### src/sv/lfro_pkg.sv
// Package: constants, state encoding and control structs of the linear fit block.
`timescale 1ns / 1ps
`default_nettype none
package lfro_pkg;

  localparam int MAX_POINTS = 64;
  localparam int AW = $clog2(MAX_POINTS);
  localparam int CW = AW + 1;
  localparam int DVD_W = 60;
  localparam int DSR_W = 44;
  localparam int OUT_W = 280;

  localparam logic [1:0] STATUS_OK   = 2'd0;
  localparam logic [1:0] STATUS_FEW  = 2'd1;
  localparam logic [1:0] STATUS_FLAT = 2'd2;

  typedef enum logic [1:0] {
    DIV_SLOPE,
    DIV_ICPT,
    DIV_SST
  } div_sel_t;

  typedef enum logic [4:0] {
    ST_LOAD,
    ST_FIT1,
    ST_FIT2,
    ST_CHECK,
    ST_ERR,
    ST_DIVB,
    ST_DIVB_W,
    ST_AMUL,
    ST_DIVA,
    ST_DIVA_W,
    ST_P2_RD,
    ST_P2_S1,
    ST_P2_S2,
    ST_P2_S3,
    ST_P2_ACC,
    ST_SST,
    ST_SST_W,
    ST_P3_RD,
    ST_P3_S1,
    ST_P3_S2,
    ST_P3_S3,
    ST_P3_S4,
    ST_P3_OUT
  } state_t;

  typedef struct packed {
    logic     load;
    logic     fit1;
    logic     fit2;
    logic     div_start;
    div_sel_t div_sel;
    logic     take_b;
    logic     amul;
    logic     take_a;
    logic     take_sst;
    logic     acc_clr;
    logic     acc;
    logic     idx_clr;
    logic     idx_inc;
    logic     emit_pt;
    logic     emit_err;
    logic     clear_set;
  } cmd_t;

  typedef struct packed {
    logic few;
    logic den_pos;
    logic idx_last;
    logic out_free;
    logic div_done;
  } sts_t;

  function automatic logic signed [23:0] sat24(input logic signed [33:0] v);
    logic signed [23:0] r;
    if (v > 34'sd8388607) begin
      r = 24'sh7fffff;
    end else if (v < -34'sd8388608) begin
      r = 24'sh800000;
    end else begin
      r = v[23:0];
    end
    return r;
  endfunction

  function automatic logic [31:0] sat32q(input logic [DVD_W-1:0] q, input logic neg);
    logic [31:0] r;
    if (!neg) begin
      r = (q > DVD_W'(32'h7fffffff)) ? 32'h7fffffff : q[31:0];
    end else begin
      r = (q > DVD_W'(33'h080000000)) ? 32'h80000000 : (32'd0 - q[31:0]);
    end
    return r;
  endfunction

endpackage
`default_nettype wire

### src/sv/lfro_ctrl.sv
// Controller: sequences load, fit, residual pass, divisions and result pass.
`timescale 1ns / 1ps
`default_nettype none
module lfro_ctrl (
  input  wire logic             clk,
  input  wire logic             rst,
  input  wire logic             in_valid,
  input  wire logic             in_last,
  output logic                  in_ready,
  input  wire lfro_pkg::sts_t   sts,
  output lfro_pkg::cmd_t        cmd
);

  lfro_pkg::state_t state, state_next;

  always_ff @(posedge clk) begin
    if (rst) begin
      state <= lfro_pkg::ST_LOAD;
    end else begin
      state <= state_next;
    end
  end

  always_comb begin
    state_next  = state;
    cmd         = '0;
    cmd.div_sel = lfro_pkg::DIV_SLOPE;
    in_ready    = 1'b0;
    case (state)
      lfro_pkg::ST_LOAD: begin
        in_ready = 1'b1;
        if (in_valid) begin
          cmd.load = 1'b1;
          if (in_last) state_next = lfro_pkg::ST_FIT1;
        end
      end
      lfro_pkg::ST_FIT1: begin
        cmd.fit1   = 1'b1;
        state_next = lfro_pkg::ST_FIT2;
      end
      lfro_pkg::ST_FIT2: begin
        cmd.fit2   = 1'b1;
        state_next = lfro_pkg::ST_CHECK;
      end
      lfro_pkg::ST_CHECK: begin
        state_next = (sts.few || !sts.den_pos) ? lfro_pkg::ST_ERR : lfro_pkg::ST_DIVB;
      end
      lfro_pkg::ST_ERR: begin
        if (sts.out_free) begin
          cmd.emit_err  = 1'b1;
          cmd.clear_set = 1'b1;
          state_next    = lfro_pkg::ST_LOAD;
        end
      end
      lfro_pkg::ST_DIVB: begin
        cmd.div_start = 1'b1;
        cmd.div_sel   = lfro_pkg::DIV_SLOPE;
        state_next    = lfro_pkg::ST_DIVB_W;
      end
      lfro_pkg::ST_DIVB_W: begin
        if (sts.div_done) begin
          cmd.take_b = 1'b1;
          state_next = lfro_pkg::ST_AMUL;
        end
      end
      lfro_pkg::ST_AMUL: begin
        cmd.amul   = 1'b1;
        state_next = lfro_pkg::ST_DIVA;
      end
      lfro_pkg::ST_DIVA: begin
        cmd.div_start = 1'b1;
        cmd.div_sel   = lfro_pkg::DIV_ICPT;
        state_next    = lfro_pkg::ST_DIVA_W;
      end
      lfro_pkg::ST_DIVA_W: begin
        if (sts.div_done) begin
          cmd.take_a  = 1'b1;
          cmd.acc_clr = 1'b1;
          cmd.idx_clr = 1'b1;
          state_next  = lfro_pkg::ST_P2_RD;
        end
      end
      lfro_pkg::ST_P2_RD: state_next = lfro_pkg::ST_P2_S1;
      lfro_pkg::ST_P2_S1: state_next = lfro_pkg::ST_P2_S2;
      lfro_pkg::ST_P2_S2: state_next = lfro_pkg::ST_P2_S3;
      lfro_pkg::ST_P2_S3: state_next = lfro_pkg::ST_P2_ACC;
      lfro_pkg::ST_P2_ACC: begin
        cmd.acc     = 1'b1;
        cmd.idx_inc = 1'b1;
        state_next  = sts.idx_last ? lfro_pkg::ST_SST : lfro_pkg::ST_P2_RD;
      end
      lfro_pkg::ST_SST: begin
        cmd.div_start = 1'b1;
        cmd.div_sel   = lfro_pkg::DIV_SST;
        state_next    = lfro_pkg::ST_SST_W;
      end
      lfro_pkg::ST_SST_W: begin
        if (sts.div_done) begin
          cmd.take_sst = 1'b1;
          cmd.idx_clr  = 1'b1;
          state_next   = lfro_pkg::ST_P3_RD;
        end
      end
      lfro_pkg::ST_P3_RD: state_next = lfro_pkg::ST_P3_S1;
      lfro_pkg::ST_P3_S1: state_next = lfro_pkg::ST_P3_S2;
      lfro_pkg::ST_P3_S2: state_next = lfro_pkg::ST_P3_S3;
      lfro_pkg::ST_P3_S3: state_next = lfro_pkg::ST_P3_S4;
      lfro_pkg::ST_P3_S4: state_next = lfro_pkg::ST_P3_OUT;
      lfro_pkg::ST_P3_OUT: begin
        if (sts.out_free) begin
          cmd.emit_pt = 1'b1;
          cmd.idx_inc = 1'b1;
          if (sts.idx_last) begin
            cmd.clear_set = 1'b1;
            state_next    = lfro_pkg::ST_LOAD;
          end else begin
            state_next = lfro_pkg::ST_P3_RD;
          end
        end
      end
      default: state_next = lfro_pkg::ST_LOAD;
    endcase
  end

endmodule
`default_nettype wire

### config.mk
export PLATFORM = sky130hd
export DESIGN_NAME = lfro_ctrl
export DESIGN_NICKNAME = d
export VERILOG_FILES = /design/src/sv/lfro_pkg.sv /design/src/sv/lfro_ctrl.sv
export SDC_FILE = /design/constraint.sdc
export NUM_CORES = 1
export LEC_CHECK = 0
export ABC_AREA = 0
export BUFFER_PORTS_ARGS = -buffer_cell sky130_fd_sc_hd__buf_2
export CORE_AREA = 4 4 42 47
export DETAILED_ROUTE_END_ITERATION = 6
export DIE_AREA = 0 0 46 51
export PLACE_DENSITY = 0.76
export SLEW_MARGIN = 10
export SYNTH_ARGS = -nofsm -noshare
export SYNTH_HDL_FRONTEND = slang
export SYNTH_SLANG_ARGS = --single-unit
### constraint.sdc
create_clock -name clk -period 1.8 [get_ports clk]
set_input_delay 0.18 -clock clk [delete_from_list [all_inputs] [get_ports clk]]
set_output_delay 0.18 -clock clk [all_outputs]
set_load 0.02 [all_outputs]
Yosys cells after proc, flatten, opt, wreduce, memory -nomap -nowiden
Cells that the tools add are included.
W data, S select, Z words.
{"block": "op_classes", "n_addsub": 0, "mul": 0, "div_mod_pow": 0, "n_lt_le_gt_ge": 0, "n_eq_ne": 29, "shifts": 0, "n_mux": 31, "bitwise_logic": 0, "reduce_logical": 5}
{"operator": "$pmux W5 S23", "count": 1}
{"operator": "$eq A5 B4 Y1 const B", "count": 8}
{"operator": "$mux W5", "count": 8}
{"operator": "$eq A5 B5 Y1 const B", "count": 7}
{"operator": "$eq A5 B3 Y1 const B", "count": 4}
{"operator": "$mux W1", "count": 17}
{"operator": "$ne A2 B2 Y1 const B", "count": 7}
{"operator": "$eq A5 B2 Y1 const B", "count": 2}
{"operator": "$pmux W3 S3", "count": 1}
{"operator": "$reduce_and A7 Y1", "count": 1}
{"operator": "$eq A5 B1 Y1 const B", "count": 1}
{"operator": "$logic_not A5 Y1", "count": 1}
{"operator": "$pmux W1 S2", "count": 2}
{"operator": "$mux W3", "count": 1}
{"operator": "$mux W2", "count": 1}
{"operator": "$reduce_or A2 Y1", "count": 1}
{"operator": "$logic_not A1 Y1", "count": 1}
{"operator": "$logic_or A1 B1 Y1", "count": 1}
{"block": "totals", "register_bits": 5, "latch_bits": 0, "ram_bits": 0, "romBits": 0, "input_bits": 9, "output_inout_bits": 18, "n_memories": 0}

Depth between registers and ports, before layout
Gate-level depths: netlist of the first run.
{"block": "logic_depth", "ltp_word": 4, "ltp_mapped": 6, "depth_no_buf": 4}

Worst setup path before layout of the first run
Ideal clock, no wire load.
{"block": "synth_path", "path_kind": "register to output", "start": "reg state[3]", "end": "out cmd[8] (netlist name)", "arrival_time_ns": 1.820, "t_required_ns": 1.620, "path_slack_ns": -0.200, "path_stages_with_launch": 6, "path_cell_list": "dfxtp_1 > buf_2 > buf_2 > inv_1 > nor4_1 > buf_4"}
{"item": "from (decl)", "line": "lfro_ctrl.sv:14", "rtl": "lfro_pkg::state_t state, state_next;"}
{"item": "from (signal assigned)", "line": "lfro_ctrl.sv:18", "rtl": "state <= lfro_pkg::ST_LOAD;"}
{"item": "from (signal assigned)", "line": "lfro_ctrl.sv:20", "rtl": "state <= state_next;"}
{"item": "to (decl)", "line": "lfro_ctrl.sv:11", "rtl": "output lfro_pkg::cmd_t cmd"}

==> flow_metrics.py, run 1 <==
metrics = {
    "critical_path": {
        "crit_path_max_fanout": 9,
        "critPathCaptureType": "primary output",
        "timing.setup.critical_path_class": "reg2out",
        "timing.critical_path.from_type": "register",
        "critical_path_arrival_ns": 1.52,
        "worst_ep_required_ns": 1.62,
    },
    "global_route": {
        "number_of_antenna_violations_at_the_first_check_in_global_routing": 0,
        "grt_util_all_layers_pct": 17.7,
        "vias_in_the_first_global_route": 731,
        "grt_overflow_total": 0,
        "grt_max_degree": 18,
        "grt_first_pass_wirelength_um": 3190,
    },
    "final_layout": {
        "leading_cell_type_in_the_layout_fill_and_taps_excluded": "sky130_fd_sc_hd__buf_2",
        "final.fill_count": 161,
        "most-common-layout-cells": "sky130_fd_sc_hd__buf_2 (26), sky130_fd_sc_hd__buf_4 (10), sky130_fd_sc_hd__nand2_1 (6), sky130_fd_sc_hd__nor3_1 (6)",
        "register_area_um2": 109,
        "largest_register": "state",
        "drive_gt1_share_pct": 41.8,
        "largest_register_ffs": 5,
        "layout_top_registers": "state: 5 flops",
        "multiInputGateArea_um2": 513,
        "antennaDiodeCount": 0,
        "synthToLayoutAreaGrowth_pct": 35.5,
        "nNetsFinal": 132,
    },
    "pwr": {
        "share_clk_of_total_power_pct": 15.7,
        "power_density_mw_per_mm2": 955,
        "p_comb_share_pct": 60.9,
        "power.net_switching_uw": 405,
        "p_sw_share_pct": 47.5,
        "power_report.internal_total_uw": 448,
        "sequential_fraction_of_design_power_pct": 23.4,
        "power_leakage_nw": 0.416,
        "vdd.ir_drop.worst_mv": 0.738,
    },
    "drt": {
        "via_density": 5.88,
        "wl_um": 1970,
        "routed-via-count": 818,
        "drtPass1Iterations": 5,
        "drcViolationCount": 0,
        "detail_route.iter0.violations": 18,
        "ant_nets": 0,
        "avgRoutedWirePerCell_um": 14.2,
    },
    "timing": {
        "sum_of_negative_setup_slack_ns": 0,
        "setup_viol": 0,
        "grt_setup_unrepaired": "no",
        "slew_headroom_pct": 74.9,
        "hold_violations": 0,
        "finClkSkew_ns": 0.00605,
        "max_freq_mhz": 589,
        "period_share_pct": 94.4,
        "max_slew.worst_pin.slew_ns": 0.372,
        "hold_slack_ns": 0.214,
        "maxSlewViolCount": 0,
        "timing.final.crit_period_ns": 1.70,
    },
    "die": {
        "ioPinCount": 27,
        "core_area_mm2": 0.00154,
        "die_area_mm2": 0.00235,
        "initial_core_util_pct": 42.8,
        "die_x_um": 46,
        "die_y_um": 51,
        "placementRows": 15,
    },
    "run_status": {
        "status": "finished, final reports clean",
    },
    "place": {
        "portBuffers": 26,
        "detailedPlacementHpwl_um": 1480,
        "finalWeightedCongestion": 0.847,
    },
    "clocking": {
        "htree_levels": 1,
        "cts_inserted_buffers": 3,
        "clock_path_buffers": 2,
        "clock_insertion_delay_worst_skew_ns": 0.25,
        "cts_sinks": 5,
        "cts_tree": "yes",
        "clkTransAtPathRegs_ns": 0.05,
        "ctsRootBufferMaster": "sky130_fd_sc_hd__clkbuf_4",
    },
    "synth": {
        "mappedNetlistNets": 102,
        "synth-compound-area-share_pct": 26.8,
        "synth-warning-count": 0,
        "synth-simple-area-share_pct": 42.3,
        "synth_xor_xnor_area_share_pct": 1.33,
        "synthesis.area_per_instance_um2": 7.09,
        "synthesis.instances": 93,
        "seq_area_frac_synth_pct": 15.2,
        "combinational_family_with_the_most_area_after_synthesis": "simple AND/OR/NAND/NOR gates",
        "synthAdderAreaFrac_pct": 0,
        "synth.ff_latch_count": 5,
        "synth.cell_area_um2": 659,
        "yosys.cell_types.count": 36,
        "synth.area.mux_share_pct": 3.04,
    },
    "min_path": {
        "hold_class": "in2reg",
    },
    "job": {
        "max_cap_violations": 0,
    },
}
## area by class of cell
type | instances | share of cell area [%]
clock buffer | 4 | 2.94
multi-input combinational | 72 | 57.4
tap | 17 | 2.38
timing repair buffer | 36 | 23.0
inverter | 5 | 2.10
sequential | 5 | 12.2
## cells by family after synthesis
family | Yosys count
and+or+nand+nor | 46
AOI/OAI and AO/OA | 23
buffers and inverters | 16
DFF | 5
muxes | 2
xor gates and xnor gates | 1
## synthesized netlist by cell type
cell type	instances	share of area [%]
sky130_fd_sc_hd__nor3_1	7	5.3
sky130_fd_sc_hd__buf_2	6	4.6
sky130_fd_sc_hd__nand2_1	6	3.4
sky130_fd_sc_hd__a21o_1	5	5.7
sky130_fd_sc_hd__and3_1	5	4.7
sky130_fd_sc_hd__dfxtp_1	5	15
sky130_fd_sc_hd__inv_1	5	2.8
sky130_fd_sc_hd__nor4_1	5	4.7
sky130_fd_sc_hd__nor2_1	4	2.3
sky130_fd_sc_hd__o21ai_0	4	3.0
sky130_fd_sc_hd__a21oi_1	3	2.3
sky130_fd_sc_hd__nand2b_1	3	2.8
sky130_fd_sc_hd__nand3b_1	3	3.4
sky130_fd_sc_hd__nor2b_1	3	2.8
sky130_fd_sc_hd__a221oi_1	2	2.7
sky130_fd_sc_hd__and2_1	2	1.9
sky130_fd_sc_hd__buf_4	2	2.3
sky130_fd_sc_hd__clkbuf_1	2	1.1
sky130_fd_sc_hd__mux2i_1	2	3.0
sky130_fd_sc_hd__nand4b_1	2	2.7
sky130_fd_sc_hd__o311ai_0	2	2.7
sky130_fd_sc_hd__a211oi_1	1	1.1
sky130_fd_sc_hd__a31oi_1	1	0.95
sky130_fd_sc_hd__a32oi_1	1	1.3
sky130_fd_sc_hd__buf_1	1	0.57
sky130_fd_sc_hd__nor3b_1	1	1.1
sky130_fd_sc_hd__nor4_2	1	1.9
sky130_fd_sc_hd__nor4b_1	1	1.3
sky130_fd_sc_hd__nor4bb_1	1	1.5
sky130_fd_sc_hd__o21bai_1	1	1.1
sky130_fd_sc_hd__o22a_1	1	1.3
sky130_fd_sc_hd__o2bb2ai_1	1	1.3
sky130_fd_sc_hd__o31ai_4	1	3.2
sky130_fd_sc_hd__or2_2	1	0.95
sky130_fd_sc_hd__or3b_1	1	1.3
sky130_fd_sc_hd__xnor2_1	1	1.3
## power by group through the flow
stage                     sequential [mW]  clock, mW  combinational (mW)
final                               0.199      0.134               0.520
after global routing                0.203      0.150               0.560
after CTS                           0.192      0.136               0.510
after detailed placement            0.190          0               0.505
after global placement              0.191          0               0.496
after floorplan                     0.154          0               0.367
## critical path, cell delays in order, from the launching register on
cell and delay [ns]:
sky130_fd_sc_hd__dfxtp_2 0.43, sky130_fd_sc_hd__nor4bb_4 0.34, sky130_fd_sc_hd__and3_1 0.23, sky130_fd_sc_hd__a21o_1 0.12
sky130_fd_sc_hd__buf_2 0.15
## routing by layer
layer	vias to the layer above	wire (um)	global-route usage [%]
li1	403	-	-
met1	375	903	22.4
met2	36	897	29.1
met3	4	142	5.28
met4	0	26	2.84
met5	-	0	0
## stage by stage
| stage | instances | util, % | worst slack (ns) | cell area (um2) | total power [mW] |
|---|---|---|---|---|---|
| final | 139 | 58.0 | 0.102 | 893 | 0.853 |
| after global routing | 139 | 58.0 | 0.00727 | 893 | 0.913 |
| after CTS | 139 | 56.7 | 0.0430 | 872 | 0.838 |
| after detailed placement | 135 | 54.3 | 0.137 | 836 | 0.694 |
| after global placement | 135 | 54.3 | 0.171 | 836 | 0.687 |
| after floorplan | 93 | - | 0.0672 | 666 | 0.521 |
## worst paths after layout
path / from / end / slack (ns) / cells after the start
min reg2reg: state[4] / state[4] / 0.66 / 2
max: state[1] / cmd[0] / 0.10 / 4
min: rst / state[4] / 0.21 / 2
max reg2reg: state[4] / state[2] / 0.23 / 4
## what timing repair did
item,CTS,global route
pin swaps,0,0
hold buffers,0,0
gates resized for setup,4,6
setup endpoints to repair,6,4
buffers inserted,0,0
(Power assumes the default switching activity.)
==> run 2, diff against run 1 <==
--- a/config.mk
+++ b/config.mk
@@ -7,9 +7,9 @@
 export LEC_CHECK = 0
 export ABC_AREA = 0
 export BUFFER_PORTS_ARGS = -buffer_cell sky130_fd_sc_hd__buf_2
-export CORE_AREA = 4 4 42 47
+export CORE_AREA = 10 10 48 53
 export DETAILED_ROUTE_END_ITERATION = 6
-export DIE_AREA = 0 0 46 51
+export DIE_AREA = 0 0 58 63
 export PLACE_DENSITY = 0.76
 export SLEW_MARGIN = 10
 export SYNTH_ARGS = -nofsm -noshare
==> constraint.sdc (replaced) <==
create_clock -name clk -period 1.8 [get_ports clk]
set_input_delay 0.09 -clock clk [delete_from_list [all_inputs] [get_ports clk]]
set_output_delay 0.09 -clock clk [all_outputs]
set_load 0.02 [all_outputs]
==> run 2 against run 1 <==
Fmax increased by 1.5%. Register-to-register slack got worse by 0.03 ns. Worst hold slack got worse by 0.090 ns. Largest cell class unchanged. Global-route usage decreased by 6.9 points. Die area increased by 56%.
==> flow_metrics.py, run 2 (same netlist as run 1, synthesis figures left out) <==
metrics = {
    "run_status": {
        "status": "finished, final reports clean",
    },
    "clocking": {
        "clock_insertion_delay_worst_skew_ns": 0.24,
        "cts_tree": "yes",
        "ctsRootBufferMaster": "sky130_fd_sc_hd__clkbuf_4",
        "cts_inserted_buffers": 3,
        "post_cts.resized_instances": 1,
        "clkTransAtPathRegs_ns": 0.04,
        "post_cts_hold_buffer_count": 0,
        "cts_setup_buffers": 0,
        "clock_path_buffers": 2,
        "cts_sinks": 5,
        "htree_levels": 1,
    },
    "die": {
        "die_y_um": 63,
        "die_area_mm2": 0.00365,
        "placementRows": 15,
        "core_area_mm2": 0.00154,
        "initial_core_util_pct": 42.8,
        "ioPinCount": 27,
        "die_x_um": 58,
    },
    "global_route": {
        "number_of_antenna_violations_at_the_first_check_in_global_routing": 0,
        "grtUsageMet3_pct": 5.28,
        "grt_max_degree": 18,
        "grt_most_used_layer": "met2",
        "grt_first_pass_wirelength_um": 3350,
        "grt_overflow_total": 0,
        "vias_in_the_first_global_route": 742,
        "global_route.usage.met2_pct": 17.1,
        "grt_util_all_layers_pct": 10.7,
        "met1_track_usage_gr_pct": 12.3,
    },
    "drt": {
        "drtPass1Iterations": 4,
        "drcViolationCount": 0,
        "routed-via-count": 767,
        "via_density": 5.64,
        "ant_nets": 0,
        "detail_route.iter0.violations": 13,
        "wl_um": 2010,
        "avgRoutedWirePerCell_um": 14.8,
    },
    "critical_path": {
        "critical_path.startpoint": "state[4]",
        "rr_endpoint": "state[0]",
        "worst_path_largest_cell_delay_ns": 0.49,
        "critical_path_buf_inv_count": 1,
        "critical_path.slowest_cell": "sky130_fd_sc_hd__dfxtp_1",
        "timing.critical_path.from_type": "register",
        "r2r.worst_path.cells": 4,
        "critPathCaptureType": "primary output",
        "timing.setup.critical_path_class": "reg2out",
        "crit_path_max_fanout": 8,
        "cpLargestDelayFamily": "flip-flops",
        "worst_ep_required_ns": 1.71,
        "critical_path_arrival_ns": 1.58,
        "crit_chain": "or3b_1 > a21o_1 > nor2_1 > buf_2",
        "crit-reg2reg-launch": "state[4]",
        "reg2reg_setup_slack_ns": 0.20,
    },
    "place": {
        "placed_cell_area_um2": 813,
        "finalWeightedCongestion": 0.848,
        "portBuffers": 26,
        "place_ws_ns": 0.192,
        "detailedPlacementHpwl_um": 1630,
    },
    "final_layout": {
        "drive_gt1_share_pct": 37.0,
        "largest_register_ffs": 5,
        "most-common-layout-cells": "sky130_fd_sc_hd__buf_2 (26), sky130_fd_sc_hd__nor3_1 (7), sky130_fd_sc_hd__buf_4 (7)",
        "leading_cell_type_in_the_layout_fill_and_taps_excluded": "sky130_fd_sc_hd__buf_2",
        "layout.cell_area.non_filler_um2": 845,
        "finalCoreUtilization_pct": 54.9,
        "antennaDiodeCount": 0,
        "nNetsFinal": 129,
        "layout_top_registers": "state: 5 flops",
        "largest_register": "state",
        "synthToLayoutAreaGrowth_pct": 28.1,
    },
    "timing": {
        "hold_violations": 0,
        "finClkSkew_ns": 0.00151,
        "period_share_pct": 92.9,
        "setup_viol": 0,
        "slew_headroom_pct": 73.0,
        "maxSlewViolCount": 0,
        "fin_ws_ns": 0.127,
        "timing.final.crit_period_ns": 1.67,
        "sum_of_negative_setup_slack_ns": 0,
        "max_freq_mhz": 598,
        "max_slew.worst_pin.slew_ns": 0.401,
        "grt_setup_unrepaired": "no",
    },
    "pwr": {
        "power_density_mw_per_mm2": 921,
        "vdd.ir_drop.worst_mv": 0.643,
        "p_total_uw": 778,
        "power_leakage_nw": 0.400,
    },
    "min_path": {
        "worst_hold_startpoint": "rst",
        "hold-path-endpoint": "state[3]",
        "hold_class": "in2reg",
        "min_delay_path_depth": 2,
    },
    "job": {
        "max_cap_violations": 0,
    },
}
## run 2: cell types whose count changed in the layout (fill, tap and decap cells not counted)
cell / change
sky130_fd_sc_hd__nor4bb_1: +1
sky130_fd_sc_hd__nor2b_2: -1
sky130_fd_sc_hd__nor4bb_4: -1
sky130_fd_sc_hd__nor3_2: -1
sky130_fd_sc_hd__buf_4: -3
sky130_fd_sc_hd__nor3_1: +1
sky130_fd_sc_hd__dfxtp_1: +1
sky130_fd_sc_hd__dfxtp_4: -1
sky130_fd_sc_hd__nor2b_1: +1
## run 2: power by group
part | internal, mW | switching, mW | leakage (nW)
registers | 0.138 | 0.0650 | 0.0424
logic | 0.182 | 0.267 | 0.343
clock network | 0.0836 | 0.0432 | 0.0150
total | 0.403 | 0.375 | 0.400
## run 2: worst max path at each step
stage	endpoint	slack (ns)	cells past startpoint
after floorplan	cmd[8]	0.16	5
after CTS	cmd[3]	0.009	4
after detailed placement	state[0]	0.19	4
after global routing	cmd[16]	0.03	5
after global placement	state[0]	0.21	4
final	cmd[4]	0.13	4
## run 2: area by class of cell
type                    count  area (um2)
fillers                   165         694
multi-input cells          72         490
repair buffers             33         183
flip-flops and latches      5         105
clock buffers               4        26.3
well taps                  17        21.3
inverters                   5        18.8
## run 2: through the flow
step | hold slack (ns) | cells
global route | 0.140 | 136
CTS | 0.119 | 136
floorplan | 0.295 | 93
detailed placement | 0.374 | 132
global placement | 0.379 | 132
finish | 0.125 | 136
## run 2: worst reg2reg max path: stages, from the launching register on
cell and delay [ns]:
sky130_fd_sc_hd__dfxtp_1 0.49, sky130_fd_sc_hd__or3b_1 0.38, sky130_fd_sc_hd__a21o_1 0.23, sky130_fd_sc_hd__o31ai_4 0.23, sky130_fd_sc_hd__mux2i_1 0.20
## run 2: per-layer routing
metal  vias to the layer above  part of all wire, %
li1                        393                    -
met1                       344                   43
met2                        30                   48
met3                         0                  9.2
met4                         0                    0
met5                         -                    0
